## src/design/ewqp_pkg.sv

```systemverilog
// ----------------------------------------------------------------------------
// ewqp_pkg
// Shared sizes, codes and the controller command struct for the expander write-queue
// poller: command and action codes, register indexes, derived widths.
// ----------------------------------------------------------------------------
package ewqp_pkg;

   // Build-time sizing
   localparam int NUM_EXPANDERS = 8;
   localparam int QUEUE_DEPTH   = 4;
   localparam int PIN_COUNT     = 16;

   // Field widths fixed by the interface
   localparam int CMD_W       = 2;
   localparam int EXP_W       = 3;
   localparam int PIN_W       = 5;
   localparam int WORD_W      = 16;
   localparam int EXP_MASK_W  = 8;
   localparam int CSR_INDEX_W = 1;
   localparam int CSR_DATA_W  = 8;

   // Derived widths
   localparam int SLOT_W    = (NUM_EXPANDERS > 1) ? $clog2(NUM_EXPANDERS) : 1;
   localparam int RR_W      = SLOT_W + 1;
   localparam int QPTR_W    = (QUEUE_DEPTH > 1) ? $clog2(QUEUE_DEPTH) : 1;
   localparam int CNT_W     = $clog2(QUEUE_DEPTH + 1);
   localparam int QSUM_W    = CNT_W + 1;
   localparam int PIN_IDX_W = $clog2(PIN_COUNT);

   // Register indexes
   localparam logic [CSR_INDEX_W-1:0] CSR_BLOCK_ENABLE = 1'b0;
   localparam logic [CSR_INDEX_W-1:0] CSR_ENABLE_MASK  = 1'b1;

   typedef enum logic [CMD_W-1:0] {
      CMD_POLL       = 2'd0,
      CMD_QUEUE_PIN  = 2'd1,
      CMD_READ_DATA  = 2'd2,
      CMD_QUERY      = 2'd3
   } command_type;

   typedef enum logic [1:0] {
      ACT_NONE  = 2'd0,
      ACT_WRITE = 2'd1,
      ACT_READ  = 2'd2,
      ACT_QUERY = 2'd3
   } action_type;

   typedef enum logic {
      ST_IDLE = 1'b0,
      ST_EXEC = 1'b1
   } ctrl_state_type;

   // Controller to datapath commands
   typedef struct packed {
      logic capture;
      logic commit;
   } ctrl_cmd_type;

endpackage

```

## src/design/ewqp_if.sv

```systemverilog
// ----------------------------------------------------------------------------
// ewqp_if
// Valid/ready channel interfaces: request, response and register write.
// ----------------------------------------------------------------------------
interface ewqp_req_if;
   import ewqp_pkg::*;

   logic                valid;
   logic                ready;
   command_type         command;
   logic [EXP_W-1:0]    expander;
   logic [PIN_W-1:0]    pin;
   logic                pin_value;
   logic [WORD_W-1:0]   read_word;

   modport source (output valid, command, expander, pin, pin_value, read_word,
                   input ready);
   modport sink   (input valid, command, expander, pin, pin_value, read_word,
                   output ready);
endinterface

interface ewqp_rsp_if;
   import ewqp_pkg::*;

   logic                valid;
   logic                ready;
   action_type          action;
   logic [EXP_W-1:0]    target;
   logic [WORD_W-1:0]   write_word;
   logic [WORD_W-1:0]   cached_word;
   logic                pin_state;

   modport source (output valid, action, target, write_word, cached_word, pin_state,
                   input ready);
   modport sink   (input valid, action, target, write_word, cached_word, pin_state,
                   output ready);
endinterface

interface ewqp_csr_if;
   import ewqp_pkg::*;

   logic                   valid;
   logic                   ready;
   logic [CSR_INDEX_W-1:0] index;
   logic [CSR_DATA_W-1:0]  data;

   modport source (output valid, index, data, input ready);
   modport sink   (input valid, index, data, output ready);
endinterface

```

## src/design/ewqp_ctrl.sv

```systemverilog
// ----------------------------------------------------------------------------
// ewqp_ctrl
// Two-state sequencer: captures a request beat, then commits it into the
// response register once that register is free or draining.
// ----------------------------------------------------------------------------
module ewqp_ctrl (
   input  logic                  clock,
   input  logic                  reset,
   input  logic                  req_valid,
   output logic                  req_ready,
   output logic                  rsp_valid,
   input  logic                  rsp_ready,
   output ewqp_pkg::ctrl_cmd_type ctrl_cmd
);
   import ewqp_pkg::*;

   ctrl_state_type state_ff;
   ctrl_state_type state_in;
   logic           rsp_valid_ff;
   logic           rsp_valid_in;

   // State and response-valid registers
   always_ff @(posedge clock) begin
      if (reset) begin
         state_ff     <= ST_IDLE;
         rsp_valid_ff <= 1'b0;
      end else begin
         state_ff     <= state_in;
         rsp_valid_ff <= rsp_valid_in;
      end
   end

   // Next state and commands
   always_comb begin
      state_in     = state_ff;
      ctrl_cmd     = '0;
      req_ready    = 1'b0;
      rsp_valid_in = rsp_valid_ff & ~rsp_ready;
      unique case (state_ff)
         ST_IDLE: begin
            req_ready = 1'b1;
            if (req_valid) begin
               ctrl_cmd.capture = 1'b1;
               state_in         = ST_EXEC;
            end
         end
         ST_EXEC: begin
            // commit only when the response slot is empty or being taken
            if (!rsp_valid_ff || rsp_ready) begin
               ctrl_cmd.commit = 1'b1;
               rsp_valid_in    = 1'b1;
               state_in        = ST_IDLE;
            end
         end
         default: begin
            state_in = ST_IDLE;
         end
      endcase
   end

   assign rsp_valid = rsp_valid_ff;

endmodule

```

## src/design/ewqp_datapath.sv

```systemverilog
// ----------------------------------------------------------------------------
// ewqp_datapath
// Per-expander queues, sent-word and input-cache registers, round-robin
// pick, and the response register. The queue words sit in one memory with
// a circular head pointer and a fill count per expander.
// ----------------------------------------------------------------------------
module ewqp_datapath (
   input  logic                               clock,
   input  logic                               reset,
   input  ewqp_pkg::ctrl_cmd_type             ctrl_cmd,
   // register writes
   input  logic                               csr_valid,
   input  logic [ewqp_pkg::CSR_INDEX_W-1:0]   csr_index,
   input  logic [ewqp_pkg::CSR_DATA_W-1:0]    csr_data,
   // request payload
   input  ewqp_pkg::command_type              command,
   input  logic [ewqp_pkg::EXP_W-1:0]         expander,
   input  logic [ewqp_pkg::PIN_W-1:0]         pin,
   input  logic                               pin_value,
   input  logic [ewqp_pkg::WORD_W-1:0]        read_word,
   // response payload
   output ewqp_pkg::action_type               action,
   output logic [ewqp_pkg::EXP_W-1:0]         target,
   output logic [ewqp_pkg::WORD_W-1:0]        write_word,
   output logic [ewqp_pkg::WORD_W-1:0]        cached_word,
   output logic                               pin_state
);
   import ewqp_pkg::*;

   // Configuration
   logic                  block_enable_ff;
   logic [EXP_MASK_W-1:0] enable_mask_ff;

   // Per-expander state
   logic [SLOT_W-1:0]     last_served_ff;
   logic [CNT_W-1:0]      count_ff     [NUM_EXPANDERS];
   logic [QPTR_W-1:0]     head_ff      [NUM_EXPANDERS];
   logic [WORD_W-1:0]     last_sent_ff [NUM_EXPANDERS];
   logic [WORD_W-1:0]     cache_ff     [NUM_EXPANDERS];
   logic [WORD_W-1:0]     fifo_mem     [NUM_EXPANDERS][QUEUE_DEPTH];

   // Capture-side selection
   logic                  pick_found;
   logic [SLOT_W-1:0]     pick_slot;
   logic [SLOT_W-1:0]     sel_slot;
   logic                  sel_ok;
   logic [CNT_W-1:0]      sel_count;
   logic [QPTR_W-1:0]     sel_head;
   logic [QPTR_W-1:0]     rd_ptr;

   // Captured operation
   command_type           op_cmd_ff;
   logic [EXP_W-1:0]      op_expander_ff;
   logic [SLOT_W-1:0]     op_slot_ff;
   logic                  op_ok_ff;
   logic [PIN_W-1:0]      op_pin_ff;
   logic                  op_level_ff;
   logic [WORD_W-1:0]     op_read_word_ff;
   logic [CNT_W-1:0]      op_count_ff;
   logic [QPTR_W-1:0]     op_head_ff;
   logic [WORD_W-1:0]     op_last_sent_ff;
   logic [WORD_W-1:0]     op_cache_ff;
   logic [WORD_W-1:0]     mem_rd_ff;

   // Commit-side logic
   logic                  pin_ok;
   logic [PIN_IDX_W-1:0]  pin_idx;
   logic [WORD_W-1:0]     pin_mask;
   logic [WORD_W-1:0]     base_word;
   logic [WORD_W-1:0]     new_word;
   logic [QPTR_W-1:0]     tail_ptr;
   logic [QPTR_W-1:0]     head_in;
   logic [CNT_W-1:0]      count_in;
   logic                  push;
   logic                  pop;
   logic                  cache_wr;
   logic                  served_upd;

   // Response register
   action_type            action_ff;
   action_type            action_in;
   logic [EXP_W-1:0]      target_ff;
   logic [EXP_W-1:0]      target_in;
   logic [WORD_W-1:0]     write_word_ff;
   logic [WORD_W-1:0]     write_word_in;
   logic [WORD_W-1:0]     cached_word_ff;
   logic [WORD_W-1:0]     cached_word_in;
   logic                  pin_state_ff;
   logic                  pin_state_in;

   // Wrap a head-plus-offset sum back into the queue range
   function automatic logic [QPTR_W-1:0] wrap_ptr(input logic [QSUM_W-1:0] sum);
      logic [QSUM_W-1:0] adj;
      adj = sum;
      if (sum >= QSUM_W'(QUEUE_DEPTH)) begin
         adj = sum - QSUM_W'(QUEUE_DEPTH);
      end
      return adj[QPTR_W-1:0];
   endfunction

   // Register writes
   always_ff @(posedge clock) begin
      if (reset) begin
         block_enable_ff <= 1'b0;
         enable_mask_ff  <= '0;
      end else if (csr_valid) begin
         case (csr_index)
            CSR_BLOCK_ENABLE: block_enable_ff <= csr_data[0];
            CSR_ENABLE_MASK:  enable_mask_ff  <= csr_data[EXP_MASK_W-1:0];
            default: ;
         endcase
      end
   end

   // Round-robin search: the slot after the last served comes first,
   // the last served slot itself comes last
   always_comb begin
      logic [RR_W-1:0] rr_cand;
      pick_found = 1'b0;
      pick_slot  = '0;
      for (int k = NUM_EXPANDERS; k >= 1; k--) begin
         rr_cand = RR_W'(last_served_ff) + RR_W'(k);
         if (rr_cand >= RR_W'(NUM_EXPANDERS)) begin
            rr_cand = rr_cand - RR_W'(NUM_EXPANDERS);
         end
         if (enable_mask_ff[rr_cand[SLOT_W-1:0]]) begin
            pick_found = 1'b1;
            pick_slot  = rr_cand[SLOT_W-1:0];
         end
      end
   end

   // Pick the slot and queue entry this beat touches
   always_comb begin
      if (command == CMD_POLL) begin
         sel_slot = pick_slot;
         sel_ok   = block_enable_ff & pick_found;
      end else begin
         sel_slot = expander[SLOT_W-1:0];
         sel_ok   = int'(expander) < NUM_EXPANDERS;
      end
      sel_count = count_ff[sel_slot];
      sel_head  = head_ff[sel_slot];
      // poll reads the head, a pin write reads the newest entry
      if (command == CMD_POLL || sel_count == '0) begin
         rd_ptr = sel_head;
      end else begin
         rd_ptr = wrap_ptr(QSUM_W'(sel_head) + QSUM_W'(sel_count) - QSUM_W'(1));
      end
   end

   // Capture the beat and a snapshot of the chosen slot
   always_ff @(posedge clock) begin
      if (ctrl_cmd.capture) begin
         op_cmd_ff       <= command;
         op_expander_ff  <= expander;
         op_slot_ff      <= sel_slot;
         op_ok_ff        <= sel_ok;
         op_pin_ff       <= pin;
         op_level_ff     <= pin_value;
         op_read_word_ff <= read_word;
         op_count_ff     <= sel_count;
         op_head_ff      <= sel_head;
         op_last_sent_ff <= last_sent_ff[sel_slot];
         op_cache_ff     <= cache_ff[sel_slot];
      end
   end

   // Queue memory: registered read at capture, write at commit
   always_ff @(posedge clock) begin
      if (ctrl_cmd.capture) begin
         mem_rd_ff <= fifo_mem[sel_slot][rd_ptr];
      end
   end

   always_ff @(posedge clock) begin
      if (ctrl_cmd.commit && push) begin
         fifo_mem[op_slot_ff][tail_ptr] <= new_word;
      end
   end

   // Build the new word for a pin write
   always_comb begin
      pin_ok    = (op_pin_ff != '0) && (int'(op_pin_ff) <= PIN_COUNT);
      pin_idx   = PIN_IDX_W'(op_pin_ff - PIN_W'(1));
      pin_mask  = WORD_W'(1) << pin_idx;
      base_word = (op_count_ff == '0) ? op_last_sent_ff : mem_rd_ff;
      new_word  = op_level_ff ? (base_word | pin_mask) : (base_word & ~pin_mask);
      tail_ptr  = wrap_ptr(QSUM_W'(op_head_ff) + QSUM_W'(op_count_ff));
      head_in   = wrap_ptr(QSUM_W'(op_head_ff) + QSUM_W'(1));
   end

   // Decide the result and the state updates
   always_comb begin
      action_in      = ACT_NONE;
      target_in      = '0;
      write_word_in  = '0;
      cached_word_in = '0;
      pin_state_in   = 1'b0;
      push           = 1'b0;
      pop            = 1'b0;
      cache_wr       = 1'b0;
      served_upd     = 1'b0;
      count_in       = op_count_ff;
      case (op_cmd_ff)
         CMD_POLL: begin
            if (op_ok_ff) begin
               served_upd = 1'b1;
               target_in  = EXP_W'(op_slot_ff);
               if (op_count_ff != '0) begin
                  pop           = 1'b1;
                  count_in      = op_count_ff - CNT_W'(1);
                  action_in     = ACT_WRITE;
                  write_word_in = mem_rd_ff;
               end else begin
                  action_in = ACT_READ;
               end
            end
         end
         CMD_QUEUE_PIN: begin
            // drop on a bad expander or pin, a full queue or a repeat of the newest entry
            if (op_ok_ff && pin_ok && (int'(op_count_ff) < QUEUE_DEPTH) &&
                (op_count_ff == '0 || new_word != mem_rd_ff)) begin
               push     = 1'b1;
               count_in = op_count_ff + CNT_W'(1);
            end
         end
         CMD_READ_DATA: begin
            cache_wr = op_ok_ff;
         end
         CMD_QUERY: begin
            action_in      = ACT_QUERY;
            target_in      = op_expander_ff;
            cached_word_in = op_ok_ff ? op_cache_ff : '0;
            pin_state_in   = pin_ok ? cached_word_in[pin_idx] : 1'b0;
         end
         default: ;
      endcase
   end

   // Per-expander state and last-served pointer
   always_ff @(posedge clock) begin
      if (reset) begin
         last_served_ff <= '0;
         for (int s = 0; s < NUM_EXPANDERS; s++) begin
            count_ff[s]     <= '0;
            head_ff[s]      <= '0;
            last_sent_ff[s] <= '0;
            cache_ff[s]     <= '0;
         end
      end else if (ctrl_cmd.commit) begin
         if (served_upd) begin
            last_served_ff <= op_slot_ff;
         end
         if (push || pop) begin
            count_ff[op_slot_ff] <= count_in;
         end
         if (pop) begin
            head_ff[op_slot_ff]      <= head_in;
            last_sent_ff[op_slot_ff] <= mem_rd_ff;
         end
         if (cache_wr) begin
            cache_ff[op_slot_ff] <= op_read_word_ff;
         end
      end
   end

   // Response register
   always_ff @(posedge clock) begin
      if (ctrl_cmd.commit) begin
         action_ff      <= action_in;
         target_ff      <= target_in;
         write_word_ff  <= write_word_in;
         cached_word_ff <= cached_word_in;
         pin_state_ff   <= pin_state_in;
      end
   end

   assign action      = action_ff;
   assign target      = target_ff;
   assign write_word  = write_word_ff;
   assign cached_word = cached_word_ff;
   assign pin_state   = pin_state_ff;

endmodule

```

## src/design/expander_write_queue_poller_core.sv

```systemverilog
// ----------------------------------------------------------------------------
// expander_write_queue_poller_core: write-queue poller for GPIO expanders.
// Each beat is accepted in a cycle that picks the slot and reads the queue
// memory; its commit, once the response register is free or draining, updates
// state and loads that register. No new beat is taken until the last commits.
// Synchronous reset empties all queues and clears caches, sent words and enables.
// ----------------------------------------------------------------------------
module expander_write_queue_poller_core (
   input  logic        clock,
   input  logic        reset,
   ewqp_req_if.sink    req_bus,
   ewqp_rsp_if.source  rsp_bus,
   ewqp_csr_if.sink    csr_bus
);
   import ewqp_pkg::*;

   ctrl_cmd_type ctrl_cmd;

   // Register port always takes writes
   assign csr_bus.ready = 1'b1;

   // Sequencer
   ewqp_ctrl u_ctrl (
      .clock     (clock),
      .reset     (reset),
      .req_valid (req_bus.valid),
      .req_ready (req_bus.ready),
      .rsp_valid (rsp_bus.valid),
      .rsp_ready (rsp_bus.ready),
      .ctrl_cmd  (ctrl_cmd)
   );

   // Queues, caches and response register
   ewqp_datapath u_datapath (
      .clock       (clock),
      .reset       (reset),
      .ctrl_cmd    (ctrl_cmd),
      .csr_valid   (csr_bus.valid),
      .csr_index   (csr_bus.index),
      .csr_data    (csr_bus.data),
      .command     (req_bus.command),
      .expander    (req_bus.expander),
      .pin         (req_bus.pin),
      .pin_value   (req_bus.pin_value),
      .read_word   (req_bus.read_word),
      .action      (rsp_bus.action),
      .target      (rsp_bus.target),
      .write_word  (rsp_bus.write_word),
      .cached_word (rsp_bus.cached_word),
      .pin_state   (rsp_bus.pin_state)
   );

endmodule

```

## src/flat_wrapper.sv

```systemverilog
// flat-port wrapper written by rule: the top's interface ports become plain ports
module expander_write_queue_poller_core_flat import ewqp_pkg::*;
  (clock, reset, req_bus_valid, req_bus_command, req_bus_expander, req_bus_pin, req_bus_pin_value, req_bus_read_word, req_bus_ready, rsp_bus_valid, rsp_bus_action, rsp_bus_target, rsp_bus_write_word, rsp_bus_cached_word, rsp_bus_pin_state, rsp_bus_ready, csr_bus_valid, csr_bus_index, csr_bus_data, csr_bus_ready);
  ewqp_req_if req_bus_i ();
  ewqp_rsp_if rsp_bus_i ();
  ewqp_csr_if csr_bus_i ();
  input  logic clock;
  input  logic reset;
  input wire logic [$bits(req_bus_i.valid)-1:0] req_bus_valid;
  input wire logic [$bits(req_bus_i.command)-1:0] req_bus_command;
  input wire logic [$bits(req_bus_i.expander)-1:0] req_bus_expander;
  input wire logic [$bits(req_bus_i.pin)-1:0] req_bus_pin;
  input wire logic [$bits(req_bus_i.pin_value)-1:0] req_bus_pin_value;
  input wire logic [$bits(req_bus_i.read_word)-1:0] req_bus_read_word;
  output wire logic [$bits(req_bus_i.ready)-1:0] req_bus_ready;
  output wire logic [$bits(rsp_bus_i.valid)-1:0] rsp_bus_valid;
  output wire logic [$bits(rsp_bus_i.action)-1:0] rsp_bus_action;
  output wire logic [$bits(rsp_bus_i.target)-1:0] rsp_bus_target;
  output wire logic [$bits(rsp_bus_i.write_word)-1:0] rsp_bus_write_word;
  output wire logic [$bits(rsp_bus_i.cached_word)-1:0] rsp_bus_cached_word;
  output wire logic [$bits(rsp_bus_i.pin_state)-1:0] rsp_bus_pin_state;
  input wire logic [$bits(rsp_bus_i.ready)-1:0] rsp_bus_ready;
  input wire logic [$bits(csr_bus_i.valid)-1:0] csr_bus_valid;
  input wire logic [$bits(csr_bus_i.index)-1:0] csr_bus_index;
  input wire logic [$bits(csr_bus_i.data)-1:0] csr_bus_data;
  output wire logic [$bits(csr_bus_i.ready)-1:0] csr_bus_ready;
  assign req_bus_i.valid = req_bus_valid;
  assign req_bus_i.command = req_bus_command;
  assign req_bus_i.expander = req_bus_expander;
  assign req_bus_i.pin = req_bus_pin;
  assign req_bus_i.pin_value = req_bus_pin_value;
  assign req_bus_i.read_word = req_bus_read_word;
  assign req_bus_ready = req_bus_i.ready;
  assign rsp_bus_valid = rsp_bus_i.valid;
  assign rsp_bus_action = rsp_bus_i.action;
  assign rsp_bus_target = rsp_bus_i.target;
  assign rsp_bus_write_word = rsp_bus_i.write_word;
  assign rsp_bus_cached_word = rsp_bus_i.cached_word;
  assign rsp_bus_pin_state = rsp_bus_i.pin_state;
  assign rsp_bus_i.ready = rsp_bus_ready;
  assign csr_bus_i.valid = csr_bus_valid;
  assign csr_bus_i.index = csr_bus_index;
  assign csr_bus_i.data = csr_bus_data;
  assign csr_bus_ready = csr_bus_i.ready;
  expander_write_queue_poller_core u_core (.clock(clock), .reset(reset), .req_bus(req_bus_i), .rsp_bus(rsp_bus_i), .csr_bus(csr_bus_i));
endmodule
```

## config.mk

```make
export PLATFORM = sky130hd
export DESIGN_NAME = expander_write_queue_poller_core_flat
export DESIGN_NICKNAME = d
export VERILOG_FILES = /design/src/design/ewqp_pkg.sv /design/src/design/ewqp_if.sv /design/src/design/ewqp_ctrl.sv /design/src/design/ewqp_datapath.sv /design/src/design/expander_write_queue_poller_core.sv /design/src/flat_wrapper.sv
export SDC_FILE = /design/constraint.sdc
export NUM_CORES = 1
export LEC_CHECK = 0
export ABC_AREA = 1
export CAP_MARGIN = 40
export CORE_MARGIN = 2
export CORE_UTILIZATION = 41
export CTS_CLUSTER_SIZE = 14
export DETAILED_ROUTE_END_ITERATION = 10
export DONT_BUFFER_PORTS = 1
export PLACE_DENSITY = 0.55
export SYNTH_ARGS = -nofsm -noshare
export SYNTH_HDL_FRONTEND = slang
export SYNTH_SLANG_ARGS = --single-unit
export TNS_END_PERCENT = 100
```

## constraint.sdc

```tcl
create_clock -name clock -period 5.5 [get_ports clock]
set_input_delay 1.1 -clock clock [delete_from_list [all_inputs] [get_ports clock]]
set_output_delay 1.1 -clock clock [all_outputs]
set_load 0.005 [all_outputs]
```

==> metrics.csv <==
stage,metric,value,unit
critical_path,CP Launch Type,flip-flop,
timing,Slew headroom,0.227,
timing,Slew @ Worst Pin,1.16,ns
synthesis,Cell variety after synth,47,
hold_path,Hold Crit Start,reset,
critical_path,Reg2Reg Depth,25,
place,GP Congestion,0.872,
pwr,Total Power,0.0182,W
synthesis,Synth area leaders,"edfxtp_1, nand2_1, nor2_1",
critical_path,critical path launch point,u_core.u_datapath.last_served_ff[0],
global_routing,global-route wire length before repair,177,mm
finish,final core occ,0.463,
synthesis,"Seq/Total Area, Yosys",0.688,
critical_path,Worst R2R Start,u_core.u_datapath.last_served_ff[0],
critical_path,critical path's largest stage delay,0.52,ns
critical_path,Setup crit end kind,flip-flop,
clock_network,H-Tree Depth,3,
critical_path,CP max stage cell,dfxtp_1,
routing,via count,28334,
finish,Final nets,3922,
global_routing,final global-route overflow total,0,
routing,First DRT Iteration DRCs,3024,
timing,Max Clock Skew,0.0474,ns
timing,final worst-path cycle share,0.906,
clock_network,Worst-Skew Late Latency,0.70,ns
clock_network,CTS sink cnt,944,
routing,DR DRC count,0,
floorplanning,DIE HEIGHT,320,um
pwr,Max IR drop VDD,0.264,mV
floorplanning,DIE WIDTH,320,um
routing,drt first pass iters,6,
finish,"commonest non-fill, non-tap cell in the layout",nand2_1,
critical_path,CP Max Fanout,51,
global_routing,vias in the first global route,26878,
floorplanning,I/O Pins,82,
synthesis,"Top FF cell, synth",edfxtp_1,
hold_path,Tightest Hold Check Type,in2reg,
clock_network,Root Buffer,clkbuf_16,
clock_network,clock slew at reported path FFs,0.06,ns
routing,via/cell ratio,5.41,
synthesis,Syn Std Cell Area,41000,um^2
critical_path,Crit path arrival time,5.54,ns
global_routing,initial antenna violation count,6,
clock_network,Post-CTS Setup Repair Bufs,0,
clock_network,CTS resizes,0,
critical_path,CP Data Required Time,6.05,ns
synthesis,syn_area_per_cell,10.7,um^2
timing,Final setup viols,0,
place,Post-DP Area,42900,um^2
finish,layout cells sized above 1,0.0929,
timing,Setup TNS Final,0,ns
place,IO Port Bufs,0,
synthesis,synthesized instance count,3847,
critical_path,critical setup path kind,reg2reg,
synthesis,YS warnings,0,
finish,fillers,9086,
timing,Max Fclk,201,MHz
timing,final hold vios,0,
pwr,power per cell area,396,nW/um^2
finish,fin area,46100,um^2
global_routing,GRT Util Overall,0.230,
floorplanning,Core Area,99600,um^2
clock_network,cts bufs inserted,103,
timing,"Slew Viols, Final",0,
run,Max Cap Viol,0,
floorplanning,Die ar.,103000,um^2
synthesis,Yosys top cell by area,edfxtp_1,
finish,synth-to-layout area growth,12.3,%
finish,ANT cells,0,
synthesis,post-synth net total,3904,
timing,setup repair after global routing missed its margin,no,
synthesis,Synth Register Bits,944,
synthesis,"Async S/R FF share, synth",0,
floorplanning,starting density of the core,0.412,
outcome,status,"finished, final reports clean",
timing,fin crit period,4.99,ns
routing,Avg WL per Cell,22.7,um
clock_network,Hold Buf Count CTS,0,
synthesis,post-synth top area share,0.681,
routing,final wirelength,119,mm
synthesis,number of synthesized flops with an enable pin,930,
global_routing,largest net degree at the start of global routing,178,
finish,most frequent cells in the layout,"nand2_1, edfxtp_1, nor2_1, nand3_1, o21ai_0",
hold_path,hold depth,1,
clock_network,Clock Tree Buf Depth,3,
pwr,Pleak,17.6,nW
floorplanning,FP Rows,116,
clock_network,CTS tree,yes,
place,Final HPWL DP,69.3,mm
critical_path,Crit path top cell by count,nand2_1,
routing,DRT antenna net count,0,
==> metal layers <==
| layer | GRT usage | vias up | part of all wire |
|---|---|---|---|
| li1 | - | 13151 | - |
| met1 | 0.326 | 13935 | 0.43 |
| met2 | 0.370 | 1068 | 0.47 |
| met3 | 0.0296 | 180 | 0.073 |
| met4 | 0.0677 | 0 | 0.026 |
| met5 | 0 | - | 0 |
==> area by class of cell <==
class | instances | area [um^2] | area share
Clock buffer | 124 | 2660 | 0.0576
Clock inverter | 56 | 494 | 0.0107
Inverter | 132 | 508 | 0.0110
Multi-Input combinational cell | 2557 | 11400 | 0.247
Sequential cell | 944 | 28200 | 0.612
Tap cell | 1298 | 1620 | 0.0352
Timing Repair Buffer | 127 | 1190 | 0.0259
==> final timing paths <==
path                                        to  slack (ns)
max             u_core.u_datapath.mem_rd_ff[8]        0.51
min                    u_core.u_ctrl.rsp_valid        0.46
max reg2reg     u_core.u_datapath.mem_rd_ff[8]        0.51
min reg2reg  u_core.u_datapath.block_enable_ff        0.49
==> flip-flops by register name (all words and copies together) (netlist names), 5 cells and up <==
| signal | cells |
|---|---|
| u_core.u_datapath.mem_rd_ff | 16 |
| u_core.u_datapath.cache_ff | 128 |
| u_core.u_datapath.head_ff | 16 |
| u_core.u_datapath.op_cache_ff | 16 |
| u_core.u_datapath.last_sent_ff | 128 |
| u_core.u_datapath.cached_word | 16 |
| u_core.u_datapath.op_pin_ff | 5 |
| u_core.u_datapath.write_word | 16 |
| u_core.u_datapath.enable_mask_ff | 8 |
| u_core.u_datapath.fifo_mem | 512 |
| u_core.u_datapath.count_ff | 24 |
| u_core.u_datapath.op_last_sent_ff | 16 |
| u_core.u_datapath.op_read_word_ff | 16 |
==> worst max-delay path, delay by kind of cell (launching register included) <==
family / cells / cell delay, ns
compound gates: 2 / 0.21
buf+inv: 4 / 0.98
flops: 1 / 0.52
simple gates: 17 / 2.27
fa+ha+maj: 2 / 0.83
==> cells by family (layout without fill, tap and decap cells) <==
family,count (synthesis),count (layout),synth area share
other cells,1,1,0.0000914
simple gates,2097,2097,0.208
fa+ha+maj,16,16,0.00488
buf+inv,346,439,0.0385
flops,944,944,0.688
compound gates,427,427,0.0576
xor+xnor,16,16,0.00378
==> power breakdown <==
group / leakage [nW] / switching (W) / internal (W) / total (W)
sequential: 8.95 / 0.000141 / 0.00849 / 0.00863
combinational: 7.12 / 0.00232 / 0.000735 / 0.00306
clock: 1.53 / 0.00286 / 0.00368 / 0.00654
==> metrics by stage <==
stage                     setup WS [ns]  std cells  hold WS, ns
after global routing             0.0675       5238        0.453
after CTS                         0.429       5238        0.421
after floorplan                   0.290       3847        0.433
after detailed placement          0.470       5058        0.476
final                             0.515       5238        0.463
after global placement            0.554       5046        0.481
==> Yosys cell counts, types with 14 or more instances <==
cell type	number
edfxtp_1	930
dfxtp_1	14
o22a_1	32
buf_2	79
o21ai_1	21
nor2_1	600
a31oi_1	19
ha_1	16
inv_1	114
o21ai_0	215
nand2_1	1129
nand2_2	28
clkbuf_1	91
or2_2	19
a21oi_1	110
buf_4	28
nand3_1	272
No activity file was read; power rests on OpenSTA's default activity.
